## config.mk

```make
export PLATFORM = sky130hd
export DESIGN_NAME = point_light_accumulator
export DESIGN_NICKNAME = d
export VERILOG_FILES = /design/src/sv/pla_pkg.sv /design/src/sv/pla_serial_mul.sv /design/src/sv/pla_term_unit.sv /design/src/sv/point_light_accumulator.sv
export SDC_FILE = /design/constraint.sdc
export NUM_CORES = 2
export LEC_CHECK = 0
export ABC_AREA = 0
export BUFFER_PORTS_ARGS = -buffer_cell sky130_fd_sc_hd__buf_2
export CAP_MARGIN = 10
export CORE_ASPECT_RATIO = 2
export CORE_MARGIN = 10
export CORE_UTILIZATION = 53
export CTS_CLUSTER_SIZE = 28
export DETAILED_ROUTE_END_ITERATION = 16
export PLACE_DENSITY_LB_ADDON = 0.08
export SETUP_SLACK_MARGIN = 0.1
export SYNTH_ARGS = -nofsm -noshare
export SYNTH_HDL_FRONTEND = slang
export SYNTH_HIERARCHICAL = 1
export SYNTH_SLANG_ARGS = --single-unit
```

## constraint.sdc

```tcl
create_clock -name clk -period 11.8 [get_ports clk]
set_input_delay 1.77 -clock clk [delete_from_list [all_inputs] [get_ports clk]]
set_output_delay 1.77 -clock clk [all_outputs]
set_load 0.005 [all_outputs]
```

## src/sv/pla_pkg.sv

```systemverilog
`default_nettype none
package pla_pkg;

  localparam int unsigned MaxLightsDefault = 8;
  localparam int unsigned CoordW = 24;
  localparam int unsigned LevelW = 16;
  localparam int unsigned CountW = 4;
  localparam int unsigned SqW = 50;
  localparam int unsigned DiffW = 25;
  localparam int unsigned ProdW = 40;
  localparam logic [LevelW-1:0] OneLevel = 16'd32768;
  localparam logic [LevelW-1:0] AmbientReset = 16'd8192;

  localparam logic KindWrite = 1'b0;
  localparam logic KindQuery = 1'b1;

  localparam logic [0:0] RegAmbient = 1'd0;
  localparam logic [0:0] RegLightsInUse = 1'd1;

  typedef struct packed {
    logic              kind;
    logic [2:0]        light_index;
    logic signed [23:0] light_x;
    logic signed [23:0] light_y;
    logic [23:0]       light_radius;
    logic [15:0]       light_intensity;
    logic signed [23:0] point_x;
    logic signed [23:0] point_y;
  } item_t;

  typedef struct packed {
    logic [15:0] brightness;
    logic        saturated;
  } result_t;

  typedef struct packed {
    logic [SqW-1:0]    sq;
    logic [CoordW-1:0] radius;
    logic [LevelW-1:0] intensity;
  } term_req_t;

endpackage
`default_nettype wire

```

## src/sv/pla_serial_mul.sv

```systemverilog
`default_nettype none
module pla_serial_mul #(
  parameter int unsigned AW = 25,
  parameter int unsigned BW = 25
) (
  input  wire logic             clk,
  input  wire logic             rst,
  input  wire logic             start,
  input  wire logic [AW-1:0]    a,
  input  wire logic [BW-1:0]    b,
  output logic                  done,
  output logic [AW+BW-1:0]      product
);
  localparam int unsigned CW = $clog2(BW + 1);

  logic [AW+BW-1:0] acc;
  logic [BW-1:0]    mplier;
  logic [AW+BW-1:0] mcand;
  logic [CW-1:0]    count;
  logic             running;

  assign product = acc;

  always_ff @(posedge clk) begin
    done <= 1'b0;
    if (rst) begin
      running <= 1'b0;
      count <= '0;
    end else if (start) begin
      running <= 1'b1;
      acc <= '0;
      mplier <= b;
      mcand <= {{BW{1'b0}}, a};
      count <= CW'(BW);
    end else if (running) begin
      if (mplier[0]) begin
        acc <= acc + mcand;
      end
      mplier <= mplier >> 1;
      mcand <= mcand << 1;
      count <= count - 1'b1;
      if (count == CW'(1)) begin
        running <= 1'b0;
        done <= 1'b1;
      end
    end
  end
endmodule
`default_nettype wire

```

## src/sv/pla_term_unit.sv

```systemverilog
`default_nettype none
module pla_term_unit (
  input  wire logic                 clk,
  input  wire logic                 rst,
  input  wire logic                 start,
  input  wire pla_pkg::term_req_t   req,
  output logic                      done,
  output logic [pla_pkg::LevelW-1:0] term
);
  import pla_pkg::*;

  typedef enum logic [2:0] {
    T_IDLE, T_RSQ, T_SQRT, T_MUL, T_DIV, T_DONE
  } tstate_t;

  tstate_t state;
  logic [SqW-1:0] sq;
  logic [CoordW-1:0] r;
  logic [LevelW-1:0] inten;
  logic [5:0] cnt;

  logic mul_start, mul_done;
  logic [DiffW-1:0] ma, mb;
  logic [2*DiffW-1:0] mprod;

  // sqrt: two bits per step
  logic [SqW-1:0] rem;
  logic [SqW-1:0] rt;
  logic [SqW-1:0] bitv;

  // division: restoring, one quotient bit per step
  logic [ProdW-1:0] num;
  logic [CoordW:0] part;
  logic [LevelW-1:0] quo;

  logic [CoordW:0] part_sh;
  assign part_sh = {part[CoordW-1:0], num[ProdW-1]};

  pla_serial_mul #(.AW(DiffW), .BW(DiffW)) u_mul (
    .clk(clk), .rst(rst), .start(mul_start), .a(ma), .b(mb),
    .done(mul_done), .product(mprod)
  );

  assign term = quo;

  always_ff @(posedge clk) begin
    mul_start <= 1'b0;
    done <= 1'b0;
    if (rst) begin
      state <= T_IDLE;
    end else begin
      case (state)
        T_IDLE: begin
          if (start) begin
            sq <= req.sq;
            r <= req.radius;
            inten <= req.intensity;
            ma <= {1'b0, req.radius};
            mb <= {1'b0, req.radius};
            mul_start <= 1'b1;
            state <= T_RSQ;
          end
        end
        T_RSQ: begin
          if (mul_done) begin
            if (r == '0 || {1'b0, sq} >= {1'b0, mprod[SqW-1:0]}) begin
              quo <= '0;
              done <= 1'b1;
              state <= T_IDLE;
            end else begin
              rem <= sq;
              rt <= '0;
              bitv <= SqW'(1) << (SqW - 2);
              cnt <= 6'(SqW / 2);
              state <= T_SQRT;
            end
          end
        end
        T_SQRT: begin
          if (rem >= rt + bitv) begin
            rem <= rem - (rt + bitv);
            rt <= (rt >> 1) + bitv;
          end else begin
            rt <= rt >> 1;
          end
          bitv <= bitv >> 2;
          cnt <= cnt - 1'b1;
          if (cnt == 6'd1) begin
            state <= T_MUL;
          end
        end
        T_MUL: begin
          // sq < r*r so rt < r, and d = r - rt fits in 24 bits
          ma <= {1'b0, r - rt[CoordW-1:0]};
          mb <= {{(DiffW-LevelW){1'b0}}, inten};
          mul_start <= 1'b1;
          cnt <= 6'(ProdW);
          part <= '0;
          quo <= '0;
          state <= T_DIV;
        end
        T_DIV: begin
          if (mul_start == 1'b0 && cnt == 6'(ProdW) && !mul_done) begin
            state <= T_DIV;
          end
          if (mul_done) begin
            num <= mprod[ProdW-1:0];
            state <= T_DONE;
          end
        end
        T_DONE: begin
          if (part_sh >= {1'b0, r}) begin
            part <= part_sh - {1'b0, r};
            quo <= {quo[LevelW-2:0], 1'b1};
          end else begin
            part <= part_sh;
            quo <= {quo[LevelW-2:0], 1'b0};
          end
          num <= num << 1;
          cnt <= cnt - 1'b1;
          if (cnt == 6'd1) begin
            done <= 1'b1;
            state <= T_IDLE;
          end
        end
        default: state <= T_IDLE;
      endcase
    end
  end
endmodule
`default_nettype wire

```

## src/sv/point_light_accumulator.sv

```systemverilog
`default_nettype none
// point light accumulator
// start with busy low transfers one item on the item port. a write item
// (kind 0) with light_index below MAX_LIGHTS loads one table entry and
// gives no result. a query item (kind 1) walks the first
// min(lights_in_use, MAX_LIGHTS) entries, one at a time, and adds each
// light's falloff term to ambient_level. the result appears on result
// with result_valid high for exactly one cycle; the receiver cannot
// stall, so the result must be taken in that cycle.
// per light: table read, serial squares of dx and dy, serial r*r, a
// two-bit-per-step square root, a serial multiply and a restoring divide;
// the root, multiply and divide are skipped when the point is out of
// reach or the radius is zero. one item at a time: busy stays high from
// the transfer until the result strobe.
// config writes (cfg_we, cfg_index, cfg_data) take effect at once and
// belong in idle periods. reset sets ambient_level to 8192, lights_in_use
// to 0 and returns the control to idle; table contents are undefined
// until written.
module point_light_accumulator #(
  parameter int unsigned MAX_LIGHTS = pla_pkg::MaxLightsDefault
) (
  input  wire logic                clk,
  input  wire logic                rst,
  input  wire logic                start,
  output logic                     busy,
  input  wire pla_pkg::item_t      item,
  output logic                     result_valid,
  output pla_pkg::result_t         result,
  input  wire logic                cfg_we,
  input  wire logic [0:0]          cfg_index,
  input  wire logic [15:0]         cfg_data
);
  import pla_pkg::*;

  localparam int unsigned IW = (MAX_LIGHTS > 1) ? $clog2(MAX_LIGHTS) : 1;
  localparam int unsigned NW = $clog2(MAX_LIGHTS + 1) > CountW ?
                               $clog2(MAX_LIGHTS + 1) : CountW;

  typedef enum logic [2:0] {
    S_IDLE, S_NEXT, S_DX, S_SQX, S_DY, S_TERM, S_OUT
  } state_t;

  logic [LevelW-1:0] ambient_level;
  logic [CountW-1:0] lights_in_use;

  logic [CoordW-1:0] x_mem [MAX_LIGHTS];
  logic [CoordW-1:0] y_mem [MAX_LIGHTS];
  logic [CoordW-1:0] r_mem [MAX_LIGHTS];
  logic [LevelW-1:0] i_mem [MAX_LIGHTS];

  state_t state;
  logic [NW-1:0] idx;
  logic [NW-1:0] n_lights;
  logic signed [CoordW-1:0] px, py;
  logic [CoordW-1:0] lx, ly, lr;
  logic [LevelW-1:0] li;
  logic [LevelW+IW+1:0] sum;
  logic [SqW-1:0] sq;
  logic rd_pending;

  logic mul_start, mul_done;
  logic [DiffW-1:0] mul_a;
  logic [2*DiffW-1:0] mul_p;
  logic term_start, term_done;
  logic [LevelW-1:0] term;
  term_req_t term_req;

  logic signed [DiffW-1:0] dx, dy;
  assign dx = DiffW'(px) - DiffW'($signed(lx));
  assign dy = DiffW'(py) - DiffW'($signed(ly));

  pla_serial_mul #(.AW(DiffW), .BW(DiffW)) u_sqr (
    .clk(clk), .rst(rst), .start(mul_start), .a(mul_a), .b(mul_a),
    .done(mul_done), .product(mul_p)
  );

  assign term_req = '{sq: sq, radius: lr, intensity: li};

  pla_term_unit u_term (
    .clk(clk), .rst(rst), .start(term_start), .req(term_req),
    .done(term_done), .term(term)
  );

  assign busy = (state != S_IDLE);

  always_ff @(posedge clk) begin
    if (cfg_we) begin
      case (cfg_index)
        RegAmbient: ambient_level <= cfg_data;
        RegLightsInUse: lights_in_use <= cfg_data[CountW-1:0];
        default: ;
      endcase
    end
    if (rst) begin
      ambient_level <= AmbientReset;
      lights_in_use <= '0;
    end
  end

  always_ff @(posedge clk) begin
    if (state == S_IDLE && start && item.kind == KindWrite &&
        32'(item.light_index) < MAX_LIGHTS) begin
      x_mem[IW'(item.light_index)] <= item.light_x;
      y_mem[IW'(item.light_index)] <= item.light_y;
      r_mem[IW'(item.light_index)] <= item.light_radius;
      i_mem[IW'(item.light_index)] <= item.light_intensity;
    end
    if (rd_pending) begin
      lx <= x_mem[idx[IW-1:0]];
      ly <= y_mem[idx[IW-1:0]];
      lr <= r_mem[idx[IW-1:0]];
      li <= i_mem[idx[IW-1:0]];
    end
  end

  always_ff @(posedge clk) begin
    mul_start <= 1'b0;
    term_start <= 1'b0;
    result_valid <= 1'b0;
    rd_pending <= 1'b0;
    if (rst) begin
      state <= S_IDLE;
    end else begin
      case (state)
        S_IDLE: begin
          if (start && item.kind == KindQuery) begin
            px <= item.point_x;
            py <= item.point_y;
            sum <= (LevelW+IW+2)'(ambient_level);
            idx <= '0;
            n_lights <= (NW'(lights_in_use) > NW'(MAX_LIGHTS)) ?
                        NW'(MAX_LIGHTS) : NW'(lights_in_use);
            state <= S_NEXT;
          end
        end
        S_NEXT: begin
          if (idx >= n_lights) begin
            state <= S_OUT;
          end else if (!rd_pending) begin
            rd_pending <= 1'b1;
          end else begin
            rd_pending <= 1'b0;
          end
          if (rd_pending) begin
            state <= S_DX;
          end
        end
        S_DX: begin
          mul_a <= dx[DiffW-1] ? -dx : dx;
          mul_start <= 1'b1;
          state <= S_SQX;
        end
        S_SQX: begin
          if (mul_done) begin
            sq <= mul_p[SqW-1:0];
            mul_a <= dy[DiffW-1] ? -dy : dy;
            mul_start <= 1'b1;
            state <= S_DY;
          end
        end
        S_DY: begin
          if (mul_done) begin
            sq <= sq + mul_p[SqW-1:0];
            term_start <= 1'b1;
            state <= S_TERM;
          end
        end
        S_TERM: begin
          if (term_done) begin
            sum <= sum + (LevelW+IW+2)'(term);
            idx <= idx + 1'b1;
            sq <= '0;
            state <= S_NEXT;
          end
        end
        S_OUT: begin
          result_valid <= 1'b1;
          if (sum > (LevelW+IW+2)'(OneLevel)) begin
            result <= '{brightness: OneLevel, saturated: 1'b1};
          end else begin
            result <= '{brightness: sum[LevelW-1:0], saturated: 1'b0};
          end
          state <= S_IDLE;
        end
        default: state <= S_IDLE;
      endcase
    end
  end
endmodule
`default_nettype wire
```

==> impl_metrics.tcl <==
set metrics [dict create \
    synth_area_um2 82700 \
    yosysWarningCount 6 \
    power_switching_mw 3.17 \
    drive_above_1_share_pct 13.7 \
    crit-reg2reg-launch "u_term/rt[4]$_SDFFCE_PN0P_" \
    hold_path_class "reg -> reg" \
    pre_cts_slack_ns 4.52 \
    final_area_um2 90900 \
    powerDensity_nw_per_um2 143 \
    cts_max_level 4 \
    place_congestion 0.952 \
    max_freq_mhz 137 \
    crit_path_cell_trace "ha_1 -> nand4_1 -> o21ai_0 -> a21o_1 -> a21oi_1 -> o31ai_1 -> a41oi_1 -> o31ai_1 -> nand2_1 -> xor2_1 -> ha_1 -> nand4_1 -> or4_1 -> nor2_1 -> a31oi_1 -> nor3b_1 -> a21oi_4 -> buf_4 -> nand2b_1 -> a21oi_4 -> buf_4" \
    clkLatencyLatePin_ns 0.83 \
    maxSlewViolCount 0 \
    slew_headroom_pct 26.0 \
    die_y_um 579 \
    arrival_ns 7.72 \
    grt.total_usage_pct 24.9 \
    skew_ns 0.0652 \
    grt_pass1_vias 55700 \
    critPathRequiredTime_ns 12.23 \
    ant_nets 0 \
    place_hpwl_um 157000 \
    grt_pass1_wl_um 330000 \
    cts.clk_slew.worst_paths_ns 0.07 \
    post_drt_wl_per_cell_um 24.6 \
    rsz0062_at_grt "false" \
    fin_cells 8897 \
    synth.distinct_cells 107 \
    rows 205 \
    grt_start_max_net_pins 126 \
    setup_violations 0 \
    cts_setup_buffers 0 \
    comb_power_share_pct 11.6 \
    slowest_delay_ns 0.74 \
    syn_to_final_growth_pct 9.82 \
    hold_start "li[11]$_DFFE_PP_" \
    critical_path_class "reg -> reg" \
    dpl.cell_count 8623 \
    ys_ff_latch 1606 \
    placed_area_um2 86000 \
    r2r_cells 21 \
    drt-pass1-iter-count 7 \
    syn-mean-instance-area_um2 12.6 \
    via_count 53700 \
    dr.first_iter.drc_count 3249 \
    p_leak_nw 32.7 \
    status "completed" \
    tns_ns 0 \
    layout_common_cells "edfxtp_1 (1,560), nand2_1 (564), ha_1 (424)" \
    dieWidth_um 299 \
    setup.worst_path.start_class "flip-flop" \
    overflow 0 \
    cts_resized 0 \
    fp.coreArea_um2 156000 \
    ys_seq_area_share_pct 57.7 \
    cp_max_fo 65 \
    start_util_pct 53.1 \
    worstReg2RegEnd "u_term/rem[48]$_DFFE_PP_" \
    final_core_utilization_pct 58.4 \
    drc 0 \
    pwr-share-clk_pct 37.6 \
    clockBufferDepth 4 \
    crit_path_top_delay_cell "a21oi_4" \
    internal_power_mw 9.84 \
    fillers 12700 \
    crit_path_end_kind "flip-flop" \
    syn_inst 6556 \
    synth_flop_cell "edfxtp_1" \
    async_reset_ff_share_pct 0 \
    worst_slack_ns 4.51 \
    nets 7302 \
    rrSetupSlack_ns 4.51 \
    maxCapViolations 0 \
    whs_path_depth 0 \
    clock_sinks 1606 \
    tritoncts "built" \
    die_area_um2 173000 \
    routed_wl_um 219000 \
    cts_root_buffer "clkbuf_16" \
    switching_share_pct 24.4 \
    ir_drop_uv 133 \
    antenna_found_initial 22 \
    vias_per_cell 6.03 \
    ctsHoldBuffers 0 \
    finalHoldViolCount 0 \
    ios 180 \
    holdPathEnd "u_term/inten[11]$_DFFE_PP_" \
    synth_edf_count 1560 \
    port_buffers 179 \
    p_seq_share_pct 50.8 \
    cts-buffers-inserted 153 \
    fin_crit_ns 7.29 \
    final_common_cell "edfxtp_1" \
    post-route-period-util_pct 61.8 \
    tightest_slew_ns 1.11 \
]
-- through the flow --
stage	hold WS [ns]	power [mW]
3_5_place_dp	0.411	8.24
6_report	0.432	13.0
3_3_place_gp	0.404	8.21
2_1_floorplan	0.400	7.76
5_1_grt	0.431	13.5
4_1_cts	0.428	13.1
-- flip-flops by register name, summed over array words and instances, names as in the netlist, 25 cells and up --
register,count
r_mem,192
x_mem,192
y_mem,192
i_mem,128
sq,50
u_sqr/mcand,50
u_sqr/product,50
u_term/rem,50
u_term/rt,50
u_term/sq,50
u_term/u_mul/mcand,50
u_term/u_mul/product,50
u_term/num,40
mul_a,25
u_sqr/mplier,25
u_term/bitv,25
u_term/u_mul/mplier,25
-- cells in the mapped netlist (12+ instances only) --
library cell     n  area (µm²)
nand2b_1        60         375
buf_1           33         124
xnor2_1        201        1760
mux4_2         176        3960
a31o_2          24         210
nand2_1        564        2120
buf_2           17        85.1
or3_1           29         181
and4_1          14         123
nor3b_1         12        90.1
nand3_1        104         521
a31oi_1         75         469
a211oi_1        64         480
o21ai_0        365        1830
a21boi_0        14         105
o31ai_1         40         300
ha_1           424        5310
clkbuf_1       197         739
a21o_1         166        1250
dfxtp_1         46         921
a21oi_1        394        1970
nor2b_1        111         694
nor3_1         101         505
and2_1          88         551
edfxtp_1      1560       46800
o21a_1          54         405
nor4_1          36         225
and3_1          49         307
mux2_2         184        2070
or2_2           13        81.3
o31a_1          15         131
inv_1          269        1010
nand4_1         89         557
o211ai_1        45         338
xor2_1         179        1570
a221oi_1        12         105
nor2_1         431        1620
o21bai_1        53         398
-- kinds of logic (layout without fill, tap and decap cells) --
kind of cell / count (synthesis) / count (layout) / synth area share [%]
mux: 371 / 371 / 7.44
flops: 1606 / 1606 / 57.7
fa+ha+maj: 433 / 433 / 6.63
compound gates: 1484 / 1484 / 11.5
simple gates: 1765 / 1765 / 10.3
buf+inv: 516 / 776 / 2.37
other cells: 1 / 12 / 0.00453
xor+xnor: 380 / 380 / 4.02
-- area by class of cell --
class                           instances  area (µm²)  share of cell area, %
Clock inverter                         74         815                  0.897
Clock buffer                          190        4030                   4.43
Inverter                              269        1010                   1.12
Tap cell                             2070        2590                   2.85
Sequential cell                      1606       47800                   52.6
Timing Repair Buffer                  243        1400                   1.54
Antenna cell                           10        25.0                 0.0275
Multi-Input combinational cell       4435       33200                   36.5
-- metal layers --
| metal | GRT usage (%) | up-vias | share of wire [%] |
|---|---|---|---|
| met5 | 0 | - | 0.084 |
| met2 | 46.7 | 1304 | 54 |
| met4 | 17.3 | 28 | 7.8 |
| met3 | 3.19 | 604 | 3.7 |
| li1 | - | 25200 | - |
| met1 | 25.2 | 26500 | 34 |
-- critical path: cells and delay by family (launching register included) --
kind            cells  cell delay (ns)
xor+xnor            1             0.16
simple gates        7             1.50
fa+ha+maj           2             0.88
compound gates      9             2.80
buf+inv             2             1.03
flops               1             0.50
-- power groups by stage --
| stage | Combinational [mW] | Sequential [mW] | Clock, mW |
|---|---|---|---|
| 2_1_floorplan | 1.06 | 6.70 | 0 |
| 3_3_place_gp | 1.49 | 6.73 | 0 |
| 3_5_place_dp | 1.51 | 6.73 | 0 |
| 4_1_cts | 1.51 | 6.61 | 5.01 |
| 5_1_grt | 1.67 | 6.62 | 5.21 |
| 6_report | 1.51 | 6.61 | 4.90 |
-- worst max-delay path by stage --
stage	end	from	slack, ns	cells past startpoint
3_3_place_gp	u_term/rem[45]$_DFFE_PP_	u_term/rt[4]$_SDFFCE_PN0P_	4.64	21
6_report	u_term/rem[48]$_DFFE_PP_	u_term/rt[4]$_SDFFCE_PN0P_	4.51	21
3_5_place_dp	u_term/rem[43]$_DFFE_PP_	u_term/rt[4]$_SDFFCE_PN0P_	4.52	21
2_1_floorplan	i_mem[0][0]$_DFFE_PP_	item[136]	2.99	2
5_1_grt	u_term/rem[17]$_DFFE_PP_	u_term/rt[4]$_SDFFCE_PN0P_	3.95	21
4_1_cts	u_term/rem[22]$_DFFE_PP_	u_term/rt[4]$_SDFFCE_PN0P_	4.49	21
No activity file was read; power rests on OpenSTA's default activity.
